**src/rtl/fgc_pkg.sv**
```systemverilog
// Shared types, constants and class codes for the float group compressor.
package fgc_pkg;

   localparam int GROUP_SIZE  = 8;
   localparam int VALUE_W     = 32;
   localparam int LANE_IDX_W  = $clog2(GROUP_SIZE);
   localparam int BYTES_W     = 3;
   localparam int CODE_W      = 2;
   localparam int BITMAP_W    = CODE_W * GROUP_SIZE;
   localparam int REQ_DATA_W  = VALUE_W * GROUP_SIZE;
   localparam int RSP_DATA_W  = 40;

   // lane class codes as they appear in the bitmap
   localparam logic [CODE_W-1:0] CODE_ZERO = 2'd0;
   localparam logic [CODE_W-1:0] CODE_8    = 2'd1;
   localparam logic [CODE_W-1:0] CODE_16   = 2'd2;
   localparam logic [CODE_W-1:0] CODE_RAW  = 2'd3;

   // byte counts per word kind
   localparam logic [BYTES_W-1:0] BYTES_NONE   = 3'd0;
   localparam logic [BYTES_W-1:0] BYTES_8      = 3'd1;
   localparam logic [BYTES_W-1:0] BYTES_16     = 3'd2;
   localparam logic [BYTES_W-1:0] BYTES_RAW    = 3'd4;
   localparam logic [BYTES_W-1:0] BYTES_BITMAP = 3'd2;

   // magnitude thresholds on the sign-stripped bit pattern
   localparam logic [30:0] MAG_INF     = 31'h7F80_0000;
   localparam logic [30:0] MAG_2EXP_15 = 31'h3800_0000;
   localparam logic [30:0] MAG_2EXP_7  = 31'h3C00_0000;
   localparam logic [30:0] MAG_ONE     = 31'h3F80_0000;
   localparam logic [7:0]  EXP_BIAS    = 8'd127;

   typedef struct packed {
      logic [CODE_W-1:0]  code;
      logic [VALUE_W-1:0] word;
      logic [BYTES_W-1:0] nbytes;
   } lane_result_type;

   typedef struct packed {
      lane_result_type [GROUP_SIZE-1:0] lane;
      logic                             final_group;
   } group_type;

endpackage

```
**src/rtl/fgc_lane.sv**
```systemverilog
// One compression lane: classes a float32 and forms its payload word.
module fgc_lane
   import fgc_pkg::*;
(
   input  logic [VALUE_W-1:0] value,
   output lane_result_type    result
);

   logic [30:0] mag;
   logic        sign;
   logic [7:0]  expo;
   logic [3:0]  shamt;
   logic [23:0] mant;
   logic [39:0] ext;
   logic [23:0] quot;
   logic        guard;
   logic        sticky;
   logic [23:0] quot_rnd;
   logic [22:0] frac;

   assign mag  = value[30:0];
   assign sign = value[31];
   assign expo = value[30:23];
   assign mant = {1'b1, value[22:0]};

   // 1 + |f| in single precision: align mantissa, round to nearest even
   assign shamt    = 4'(EXP_BIAS - expo);
   assign ext      = {mant, 16'b0} >> shamt;
   assign quot     = ext[39:16];
   assign guard    = ext[15];
   assign sticky   = |ext[14:0];
   assign quot_rnd = quot + {23'b0, guard & (sticky | quot[0])};
   assign frac     = quot_rnd[22:0];

   // class by magnitude, NaN and infinity stay raw
   always_comb begin
      result.word   = value;
      result.nbytes = BYTES_RAW;
      result.code   = CODE_RAW;
      priority if (mag > MAG_INF) begin
         result.code = CODE_RAW;
      end else if (mag < MAG_2EXP_15) begin
         result.code   = CODE_ZERO;
         result.nbytes = BYTES_NONE;
         result.word   = '0;
      end else if (mag < MAG_2EXP_7) begin
         result.code   = CODE_16;
         result.nbytes = BYTES_16;
         result.word   = {16'b0, sign, frac[22:8]};
      end else if (mag < MAG_ONE) begin
         result.code   = CODE_8;
         result.nbytes = BYTES_8;
         result.word   = {24'b0, sign, frac[22:16]};
      end else begin
         result.code = CODE_RAW;
      end
   end

endmodule

```
**src/rtl/fgc_merge.sv**
```systemverilog
// Merge stage: holds one group of lane results and sends bitmap then payloads.
module fgc_merge
   import fgc_pkg::*;
(
   input  logic                  clock,
   input  logic                  reset,
   input  logic                  grp_valid,
   output logic                  grp_ready,
   input  group_type             grp,
   output logic                  rsp_tvalid,
   input  logic                  rsp_tready,
   output logic [RSP_DATA_W-1:0] rsp_tdata,
   output logic                  rsp_tlast,
   output logic                  rsp_tuser
);

   group_type                 b_grp_ff, b_grp_in;
   logic                      map_pend_ff, map_pend_in;
   logic [GROUP_SIZE-1:0]     pend_ff, pend_in;
   logic                      rsp_valid_ff, rsp_valid_in;
   logic [RSP_DATA_W-1:0]     rsp_data_ff, rsp_data_in;
   logic                      rsp_last_ff, rsp_last_in;
   logic                      rsp_user_ff, rsp_user_in;

   logic                      busy;
   logic                      advance;
   logic                      emit;
   logic                      last_word;
   logic                      done;
   logic                      load;
   logic [LANE_IDX_W-1:0]     pick;
   logic [GROUP_SIZE-1:0]     pick_mask;
   logic [BITMAP_W-1:0]       bitmap;
   logic [VALUE_W-1:0]        sel_word;
   logic [BYTES_W-1:0]        sel_bytes;

   assign busy    = map_pend_ff | (|pend_ff);
   assign advance = !rsp_valid_ff || rsp_tready;
   assign emit    = busy && advance;

   // lowest pending lane goes next
   always_comb begin
      pick = '0;
      for (int j = GROUP_SIZE - 1; j >= 0; j--) begin
         if (pend_ff[j]) begin
            pick = LANE_IDX_W'(j);
         end
      end
      pick_mask = GROUP_SIZE'(1) << pick;
   end

   // bitmap of class codes, lane j at bits 2j+1..2j
   always_comb begin
      for (int j = 0; j < GROUP_SIZE; j++) begin
         bitmap[CODE_W*j +: CODE_W] = b_grp_ff.lane[j].code;
      end
   end

   // word selection for this beat
   always_comb begin
      if (map_pend_ff) begin
         sel_word  = {{(VALUE_W-BITMAP_W){1'b0}}, bitmap};
         sel_bytes = BYTES_BITMAP;
         last_word = (pend_ff == '0);
      end else begin
         sel_word  = b_grp_ff.lane[pick].word;
         sel_bytes = b_grp_ff.lane[pick].nbytes;
         last_word = ((pend_ff & ~pick_mask) == '0);
      end
   end

   assign done      = emit && last_word;
   assign grp_ready = !busy || done;
   assign load      = grp_valid && grp_ready;

   // group buffer and pending flags
   always_comb begin
      b_grp_in    = b_grp_ff;
      map_pend_in = map_pend_ff;
      pend_in     = pend_ff;
      if (emit) begin
         if (map_pend_ff) begin
            map_pend_in = 1'b0;
         end else begin
            pend_in = pend_ff & ~pick_mask;
         end
      end
      if (load) begin
         b_grp_in    = grp;
         map_pend_in = 1'b1;
         for (int j = 0; j < GROUP_SIZE; j++) begin
            pend_in[j] = (grp.lane[j].code != CODE_ZERO);
         end
      end
   end

   // output register
   always_comb begin
      rsp_valid_in = rsp_valid_ff;
      rsp_data_in  = rsp_data_ff;
      rsp_last_in  = rsp_last_ff;
      rsp_user_in  = rsp_user_ff;
      if (emit) begin
         rsp_valid_in = 1'b1;
         rsp_data_in  = {{(RSP_DATA_W-VALUE_W-BYTES_W){1'b0}}, sel_bytes, sel_word};
         rsp_last_in  = last_word;
         rsp_user_in  = last_word & b_grp_ff.final_group;
      end else if (rsp_tready) begin
         rsp_valid_in = 1'b0;
      end
   end

   always_ff @(posedge clock) begin
      if (reset) begin
         map_pend_ff  <= 1'b0;
         pend_ff      <= '0;
         rsp_valid_ff <= 1'b0;
      end else begin
         map_pend_ff  <= map_pend_in;
         pend_ff      <= pend_in;
         rsp_valid_ff <= rsp_valid_in;
      end
   end

   always_ff @(posedge clock) begin
      b_grp_ff    <= b_grp_in;
      rsp_data_ff <= rsp_data_in;
      rsp_last_ff <= rsp_last_in;
      rsp_user_ff <= rsp_user_in;
   end

   assign rsp_tvalid = rsp_valid_ff;
   assign rsp_tdata  = rsp_data_ff;
   assign rsp_tlast  = rsp_last_ff;
   assign rsp_tuser  = rsp_user_ff;

   // a freshly loaded group always starts with its bitmap
   a_load_bitmap: assert property (@(posedge clock) disable iff (reset)
      load |=> map_pend_ff)
      else $error("group loaded without bitmap pending");

   // stream end only on a group's last word
   a_user_last: assert property (@(posedge clock) disable iff (reset)
      rsp_valid_ff && rsp_user_ff |-> rsp_last_ff)
      else $error("stream end outside group end");

   // payload beats retire exactly one pending lane
   a_pend_count: assert property (@(posedge clock) disable iff (reset)
      emit && !map_pend_ff && !load |=>
         $countones(pend_ff) == $countones($past(pend_ff)) - 1)
      else $error("pending lane count off");

   // byte count on the port is always legal
   a_bytes: assert property (@(posedge clock) disable iff (reset)
      rsp_valid_ff |-> (rsp_data_ff[VALUE_W +: BYTES_W] == BYTES_8 ||
                        rsp_data_ff[VALUE_W +: BYTES_W] == BYTES_16 ||
                        rsp_data_ff[VALUE_W +: BYTES_W] == BYTES_RAW))
      else $error("bad byte count");

endmodule

```
**src/rtl/float_group_compressor_core.sv**
```systemverilog
// Top level of the float group compressor: eight lanes, group register, merge.
//
//  channel | dir | beat                                  | ends with
//  req_    | in  | one group of eight float32 values      | req_tlast = final group
//  rsp_    | out | bitmap or one payload word            | rsp_tlast = group end
//
//  A group gives its bitmap plus one payload word per nonzero lane, so 1 to
//  9 output words; the merge stage sends one output word per cycle unless
//  rsp_tready stalls it. Lanes work in parallel in the cycle of acceptance.
//  A group register sits in front of the merge buffer, so the next group
//  is taken while the current one is still sent. Reset is synchronous and
//  clears all valid and pending flags. A stall on rsp_tready holds the
//  output beat and, once the buffers are full, drops req_tready.
module float_group_compressor_core
   import fgc_pkg::*;
(
   input  logic                  clock,
   input  logic                  reset,
   input  logic                  req_tvalid,
   output logic                  req_tready,
   input  logic [REQ_DATA_W-1:0] req_tdata,  // value_0 .. value_7, 32 bits each
   input  logic                  req_tlast,  // final_group
   output logic                  rsp_tvalid,
   input  logic                  rsp_tready,
   output logic [RSP_DATA_W-1:0] rsp_tdata,  // out_word[31:0], out_bytes[34:32], zero
   output logic                  rsp_tlast,  // group_end
   output logic                  rsp_tuser   // stream_end
);

   lane_result_type [GROUP_SIZE-1:0] lane_res;
   group_type                        a_grp_ff, a_grp_in;
   logic                             a_valid_ff, a_valid_in;
   logic                             grp_ready;
   logic                             req_accept;

   // parallel lanes
   for (genvar j = 0; j < GROUP_SIZE; j++) begin : g_lane
      fgc_lane u_lane (
         .value  (req_tdata[VALUE_W*j +: VALUE_W]),
         .result (lane_res[j])
      );
   end

   // group register between lanes and merge
   assign req_tready = !a_valid_ff || grp_ready;
   assign req_accept = req_tvalid && req_tready;

   always_comb begin
      a_grp_in.lane        = lane_res;
      a_grp_in.final_group = req_tlast;
      a_valid_in           = a_valid_ff;
      if (req_accept) begin
         a_valid_in = 1'b1;
      end else if (grp_ready) begin
         a_valid_in = 1'b0;
      end
   end

   always_ff @(posedge clock) begin
      if (reset) begin
         a_valid_ff <= 1'b0;
      end else begin
         a_valid_ff <= a_valid_in;
      end
   end

   always_ff @(posedge clock) begin
      if (req_accept) begin
         a_grp_ff <= a_grp_in;
      end
   end

   // bitmap and payload sequencing
   fgc_merge u_merge (
      .clock      (clock),
      .reset      (reset),
      .grp_valid  (a_valid_ff),
      .grp_ready  (grp_ready),
      .grp        (a_grp_ff),
      .rsp_tvalid (rsp_tvalid),
      .rsp_tready (rsp_tready),
      .rsp_tdata  (rsp_tdata),
      .rsp_tlast  (rsp_tlast),
      .rsp_tuser  (rsp_tuser)
   );

endmodule

```
**config.mk**
```make
export PLATFORM = sky130hd
export DESIGN_NAME = float_group_compressor_core
export DESIGN_NICKNAME = d
export VERILOG_FILES = /design/src/rtl/fgc_pkg.sv /design/src/rtl/fgc_lane.sv /design/src/rtl/fgc_merge.sv /design/src/rtl/float_group_compressor_core.sv
export SDC_FILE = /design/constraint.sdc
export NUM_CORES = 1
export LEC_CHECK = 0
export BUFFER_PORTS_ARGS = -buffer_cell sky130_fd_sc_hd__buf_2
export CAP_MARGIN = 25
export CORE_MARGIN = 10
export CORE_UTILIZATION = 40
export CTS_CLUSTER_DIAMETER = 30
export DETAILED_ROUTE_END_ITERATION = 10
export PLACE_DENSITY = 0.53
export SLEW_MARGIN = 20
export SYNTH_ARGS = -nofsm -noshare
export SYNTH_HDL_FRONTEND = slang
export SYNTH_SLANG_ARGS = --single-unit
```
**constraint.sdc**
```tcl
create_clock -name clock -period 14.3 [get_ports clock]
set_input_delay 0.715 -clock clock [delete_from_list [all_inputs] [get_ports clock]]
set_output_delay 0.715 -clock clock [all_outputs]
set_load 0.05 [all_outputs]
```
==> impl_metrics.env, run 1 <==
export IMPL_status="complete, no violations"
export IMPL_insertion_delay_ns=0.68
export IMPL_utilization_pct=47.6
export IMPL_yosysTopAreaCell="edfxtp_1"
export IMPL_fin_skew_ns=0.0401
export IMPL_dpl_cell_area_mm2=0.0384
export IMPL_routed_wirelength_um=123000
export IMPL_yosysWarnings=0
export IMPL_coreArea_mm2=0.0900
export IMPL_p_leak_uw=0.0154
export IMPL_slew_violations=0
export IMPL_first_iter_violations=2921
export IMPL_slew_limit_headroom_pct=19.7
export IMPL_synth_edff_count=631
export IMPL_hold_start="req_tlast"
export IMPL_fp_dieH_um=321
export IMPL_hold_class="in -> reg"
export IMPL_yosys_top_cells_area="edfxtp_1, mux4_2, mux2_2"
export IMPL_ys_seq_area_share_pct=52.9
export IMPL_hold_viol=0
export IMPL_critPathArrivalTime_ns=5.15
export IMPL_rows=110
export IMPL_period_share_pct=34.0
export IMPL_antenna_left=0
export IMPL_hold_buffers=0
export IMPL_postCtsSetupBuffers=0
export IMPL_htree_num_levels=3
export IMPL_drive_gt1_share_pct=24.9
export IMPL_worst_pin_slew_ns=1.20
export IMPL_grt_pass1_wl_um=182000
export IMPL_fin_area_mm2=0.0428
export IMPL_drc_errors=0
export IMPL_die_area_mm2=0.103
export IMPL_max_clock_freq_mhz=206
export IMPL_antenna_found_initial=7
export IMPL_path_max_fanout=142
export IMPL_endpoint_kind="register"
export IMPL_synth_cell_types=95
export IMPL_cap_violations=0
export IMPL_gp_congestion=0.913
export IMPL_clk_pin_slew_ns=0.06
export IMPL_worstPathCellList="nand2b_1 -> a21oi_1 -> o21bai_4 -> buf_4 -> a21oi_1 -> buf_4 -> o21ai_0 -> a31oi_1 -> nor2_1 -> o21ai_1 -> buf_4 -> inv_8 -> buf_4"
export IMPL_clock_tree_root_cell="clkbuf_16"
export IMPL_clock_sinks=642
export IMPL_worstSetupPathType="reg -> reg"
export IMPL_critical_path_slowest_cell="buf_4"
export IMPL_grt_start_max_net_pins=171
export IMPL_synth_seq_cells=642
export IMPL_vdd_ir_drop_max_mv=0.201
export IMPL_async_flop_share_pct=0
export IMPL_post_dp_hpwl_um=89600
export IMPL_min_to="a_grp_ff[0]$_DFFE_PP_"
export IMPL_ys_top_cells_by_count="edfxtp_1, nand2_1, nor2_1, and2_1, mux2i_1"
export IMPL_syn_area_per_cell_um2=12.0
export IMPL_pwr_share_clk_pct=30.7
export IMPL_via_count=27300
export IMPL_synthFlopType="edfxtp_1"
export IMPL_p_sw_share_pct=38.6
export IMPL_p_int_uw=5910
export IMPL_cts_resized=0
export IMPL_cts_made_buffers=120
export IMPL_power_frac_comb_pct=35.4
export IMPL_finalSetupViolations=0
export IMPL_syn_instance_count=3009
export IMPL_pwr_share_seq_pct=33.9
export IMPL_dr_pass1_iters=8
export IMPL_ios=305
export IMPL_grt_pass1_vias=27000
export IMPL_synth_top_area_share_pct=52.3
export IMPL_track_usage_pct=23.2
export IMPL_rsz0062_at_grt="no"
export IMPL_startpoint="u_merge.pend_ff[6]$_SDFFE_PP0P_"
export IMPL_crit_buf_inv=5
export IMPL_critPathMaxStageDelay_ns=0.85
export IMPL_r2r_slack_ns=9.44
export IMPL_grt_ovfl_total=0
export IMPL_p_per_area_mw_per_mm2=225
export IMPL_r2r_start="u_merge.pend_ff[6]$_SDFFE_PP0P_"
export IMPL_cp_required_ns=14.59
export IMPL_synthToLayoutAreaGrowth_pct=18.2
export IMPL_initial_core_util_pct=40.3
export IMPL_die_x_um=321
export IMPL_cts_buffer_depth=3
export IMPL_synth_area_mm2=0.0363
export IMPL_hold_depth=1
export IMPL_fin_nets=3504
export IMPL_port_buffers=299
export IMPL_cts_tree="done"
export IMPL_reg2reg_depth=13
export IMPL_wire_per_inst_um=27.0
export IMPL_cpLargestDelayFamily="buffers and inverters"
export IMPL_worstSetupStartpointType="register"
export IMPL_power_switching_uw=3720
export IMPL_worst_r2r_endpoint="u_merge.b_grp_ff[121]$_DFFE_PP_"
export IMPL_nFillCells=8187
export IMPL_fin_crit_ns=4.86
export IMPL_fin_setup_tns_ns=0
export IMPL_synth_most_common_cell="edfxtp_1"
export IMPL_routed_via_density=6.02
export IMPL_path_common_cell="buf_4"
-- sequential cells by signal, summed over array words and instances (netlist names) --
register	flops
u_merge.rsp_tlast	1
u_merge.pend_ff	8
u_merge.b_grp_ff	297
a_valid_ff	1
u_merge.rsp_tdata	35
u_merge.rsp_tvalid	1
u_merge.map_pend_ff	1
a_grp_ff	297
u_merge.rsp_tuser	1
-- cell usage in the layout, fill, tap and decap left out, types with 36 or more instances in the layout --
master	count
a211oi_1	42
o21ai_0	107
nor3_1	36
a221oi_1	46
xnor2_1	42
and2_1	174
nand2_1	262
mux2_2	150
nor2_1	183
nor2b_1	38
mux2i_1	154
clkbuf_16	121
o22ai_1	37
and3_1	36
nand3_1	64
inv_1	47
mux4_2	115
buf_2	299
a21oi_1	136
edfxtp_1	631
-- power by group through the flow --
stage	registers (uW)	clock network [uW]	logic, uW
finish	3260	2960	3410
global placement	3290	0	3360
detailed placement	3280	0	3380
floorplan	3480	0	1870
global route	3310	3100	3600
CTS	3270	3000	3410
-- per-layer routing --
metal  up-vias  GRT usage, %  routed length (um)
met4         0          6.26                2550
met1     13700          33.5               54900
met2      1176          35.7               56100
li1      12200             -                   -
met5         -             0                   0
met3       120          4.08                8980
-- kinds of logic (layout without fill, tap and decap cells) --
group,after synthesis,after routing,share of synthesized area (%)
flops,642,642,52.9
buf+inv,266,603,3.28
simple gates,975,975,14.0
other cells,1,9,0.0103
mux,421,421,16.1
compound gates,635,635,12.1
fa+ha+maj,1,1,0.0276
xor+xnor,68,68,1.64
-- how the worst max path moves through the flow --
stage / end / slack [ns] / cells past startpoint
detailed placement: a_grp_ff[264]$_DFFE_PP_ / 9.31 / 9
finish: u_merge.b_grp_ff[121]$_DFFE_PP_ / 9.44 / 13
global route: u_merge.b_grp_ff[89]$_DFFE_PP_ / 9.09 / 13
CTS: u_merge.b_grp_ff[137]$_DFFE_PP_ / 9.36 / 13
floorplan: a_grp_ff[0]$_DFFE_PP_ / 4.37 / 8
global placement: u_merge.b_grp_ff[244]$_DFFE_PP_ / 9.29 / 12
-- layout make-up --
| class | instances | area, um2 | share of cell area [%] |
|---|---|---|---|
| flip-flops and latches | 642 | 19200 | 44.7 |
| multi-input cells | 2105 | 15900 | 37.2 |
| clock buffers | 125 | 3040 | 7.10 |
| repair buffers | 315 | 1680 | 3.91 |
| well taps | 1176 | 1470 | 3.43 |
| clock inverters | 104 | 1290 | 3.01 |
| inverters | 59 | 229 | 0.534 |
| diodes | 4 | 10.0 | 0.0234 |
-- per-stage QoR --
step                instances  hold slack, ns  setup slack (ns)  power, uW
global placement         4293           0.400              9.29       6650
detailed placement       4295           0.405              9.31       6660
global route             4526           0.233              9.09      10000
floorplan                3013           0.400              4.37       5360
CTS                      4524           0.232              9.36       9670
finish                   4530           0.263              9.44       9640
No activity file was read; power rests on OpenSTA's default activity.
==> run 2, diff against run 1 <==
- PLACE_DENSITY: 0.53 -> 0.55
- clock period: 14.3 -> 4 ns (I/O delays scaled with it)
==> run 2 against run 1 <==
Largest cell class unchanged. Register-to-register slack worse by 9.2 ns. Sequential share of layout area down 2.2 points. Highest routed layer is now met5. Clock skew up 0.010 ns. Sequential power rose to 3.5 times the previous value. Global-route usage up 0.34 points. Hold slack worse by 0.23 ns. Cell area up 5.2%. Combinational power rose to 3.8 times the previous value.
==> impl_metrics.env, run 2 (synthesized netlist as in run 1, its figures left out) <==
export IMPL_die_x_um=321
export IMPL_worstPathCellList="nor4_1 -> a31oi_1 -> o32a_1 -> nor3_1 -> a31oi_1 -> o221ai_1 -> buf_4 -> and2_4 -> buf_12"
export IMPL_max_clock_freq_mhz=270
export IMPL_hold_viol=0
export IMPL_cpLargestDelayFamily="simple AND/OR/NAND/NOR gates"
export IMPL_wire_per_inst_um=26.1
export IMPL_antenna_found_initial=5
export IMPL_final_common_cell="edfxtp_1"
export IMPL_n_antenna_cell=0
export IMPL_worstSetupStartpointType="register"
export IMPL_post_dp_hpwl_um=91800
export IMPL_grt_ovfl_total=0
export IMPL_fin_skew_ns=0.0501
export IMPL_hold_class="in -> reg"
export IMPL_fp_dieH_um=321
export IMPL_ios=305
export IMPL_initial_core_util_pct=40.3
export IMPL_fin_area_mm2=0.0451
export IMPL_coreArea_mm2=0.0900
export IMPL_worstSetupPathType="reg -> reg"
export IMPL_period_share_pct=92.7
export IMPL_endpoint_kind="register"
export IMPL_cp_required_ns=4.30
export IMPL_drc_errors=0
export IMPL_p_per_area_mw_per_mm2=766
export IMPL_track_usage_pct=23.6
export IMPL_power_frac_comb_pct=37.9
export IMPL_die_area_mm2=0.103
export IMPL_vdd_ir_drop_max_mv=0.888
export IMPL_grt_pass1_vias=28200
export IMPL_slew_violations=0
export IMPL_routed_wirelength_um=125000
export IMPL_htree_num_levels=3
export IMPL_critPathMaxStageDelay_ns=0.67
export IMPL_cts_tree="done"
export IMPL_crit_buf_inv=2
export IMPL_nFillCells=7904
export IMPL_antenna_left=0
export IMPL_port_buffers=299
export IMPL_status="complete, no violations"
export IMPL_final_cell_mix="edfxtp_1, buf_2, nand2_1"
export IMPL_routed_via_density=5.94
export IMPL_p_sw_share_pct=38.8
export IMPL_insertion_delay_ns=0.68
export IMPL_rows=110
export IMPL_critical_path_slowest_cell="nor4_1"
export IMPL_critPathArrivalTime_ns=4.01
export IMPL_cts_buffer_depth=3
export IMPL_worst_pin_slew_ns=0.955
export IMPL_postCtsSetupBuffers=0
export IMPL_rsz0062_at_grt="no"
export IMPL_clk_pin_slew_ns=0.06
export IMPL_path_max_fanout=57
export IMPL_utilization_pct=50.1
export IMPL_slew_limit_headroom_pct=36.3
export IMPL_dpl_cell_area_mm2=0.0392
export IMPL_p_leak_uw=0.0164
export IMPL_via_count=28300
export IMPL_path_common_cell="a31oi_1"
export IMPL_fin_setup_tns_ns=0
export IMPL_grt_start_max_net_pins=93
export IMPL_fin_crit_ns=3.71
export IMPL_grt_pass1_wl_um=186000
export IMPL_synthToLayoutAreaGrowth_pct=24.3
export IMPL_cts_resized=0
export IMPL_fin_nets=3755
export IMPL_finalSetupViolations=0
export IMPL_p_int_uw=21100
export IMPL_dr_pass1_iters=6
export IMPL_clock_sinks=642
export IMPL_gp_congestion=0.935
export IMPL_first_iter_violations=3051
export IMPL_pwr_share_clk_pct=28.7
export IMPL_power_switching_uw=13400
export IMPL_cts_made_buffers=117
export IMPL_pwr_share_seq_pct=33.4
export IMPL_cap_violations=0
export IMPL_drive_gt1_share_pct=25.1
export IMPL_clock_tree_root_cell="clkbuf_16"
run 2: worst paths after layout:
| path | start | to | slack [ns] | cells past startpoint |
|---|---|---|---|---|
| worst max-delay path | u_merge.pend_ff[0]$_SDFFE_PP0P_ | a_grp_ff[178]$_DFFE_PP_ | 0.29 | 9 |
| worst min-delay path | req_tdata[0] | a_grp_ff[4]$_DFFE_PP_ | 0.03 | 3 |
| worst max register to register | u_merge.pend_ff[0]$_SDFFE_PP0P_ | a_grp_ff[178]$_DFFE_PP_ | 0.29 | 9 |
| worst min register to register | a_grp_ff[126]$_DFFE_PP_ | u_merge.b_grp_ff[126]$_DFFE_PP_ | 0.39 | 0 |
run 2: through the flow:
stage	hold slack [ns]	power (uW)	instances	setup WS [ns]
global route	0.0318	35800	4772	0.131
floorplan	0.299	18500	3013	-2.57
global placement	0.392	24300	4371	0.0459
CTS	0.00209	34500	4771	0.332
detailed placement	0.392	24300	4371	0.0396
finish	0.0339	34500	4772	0.292
run 2: per-layer routing:
layer | vias up | wire length [um] | part of all wire (%) | track usage [%]
li1 | 12700 | - | - | -
met1 | 14200 | 55500 | 44 | 33.4
met2 | 1241 | 57700 | 46 | 36.9
met3 | 178 | 8140 | 6.5 | 3.55
met4 | 2 | 3410 | 2.7 | 7.24
met5 | - | 12 | 0.0096 | 0
run 2: area by class of cell:
type	instances	area [um2]	share of cell area (%)
Clock inverter	98	1060	2.36
Inverter	59	225	0.500
Tap cell	1176	1470	3.26
Clock buffer	123	2970	6.59
Timing Repair Buffer	569	4180	9.27
Sequential cell	642	19200	42.5
Multi-Input combinational cell	2105	16000	35.5
run 2: timing repair:
item,CTS,global route
hold buffers,179,0
setup endpoints to repair,0,0
endpoints found under the hold margin,183,0
run 2: power by group through the flow:
stage | Sequential (uW) | Clock, uW | Combinational [uW]
2_1_floorplan | 11900 | 0 | 6640
3_3_place_gp | 11600 | 0 | 12700
3_5_place_dp | 11600 | 0 | 12800
4_1_cts | 11500 | 10000 | 13000
5_1_grt | 11700 | 10400 | 13700
6_report | 11500 | 9890 | 13100
run 2: worst register-to-register path: stages, from the launching register on:
cell,delay [ns]
dfxtp_1,0.42
nor4_1,0.67
a31oi_1,0.19
o32a_1,0.22
nor3_1,0.16
a31oi_1,0.30
o221ai_1,0.32
buf_4,0.19
and2_4,0.44
buf_12,0.38
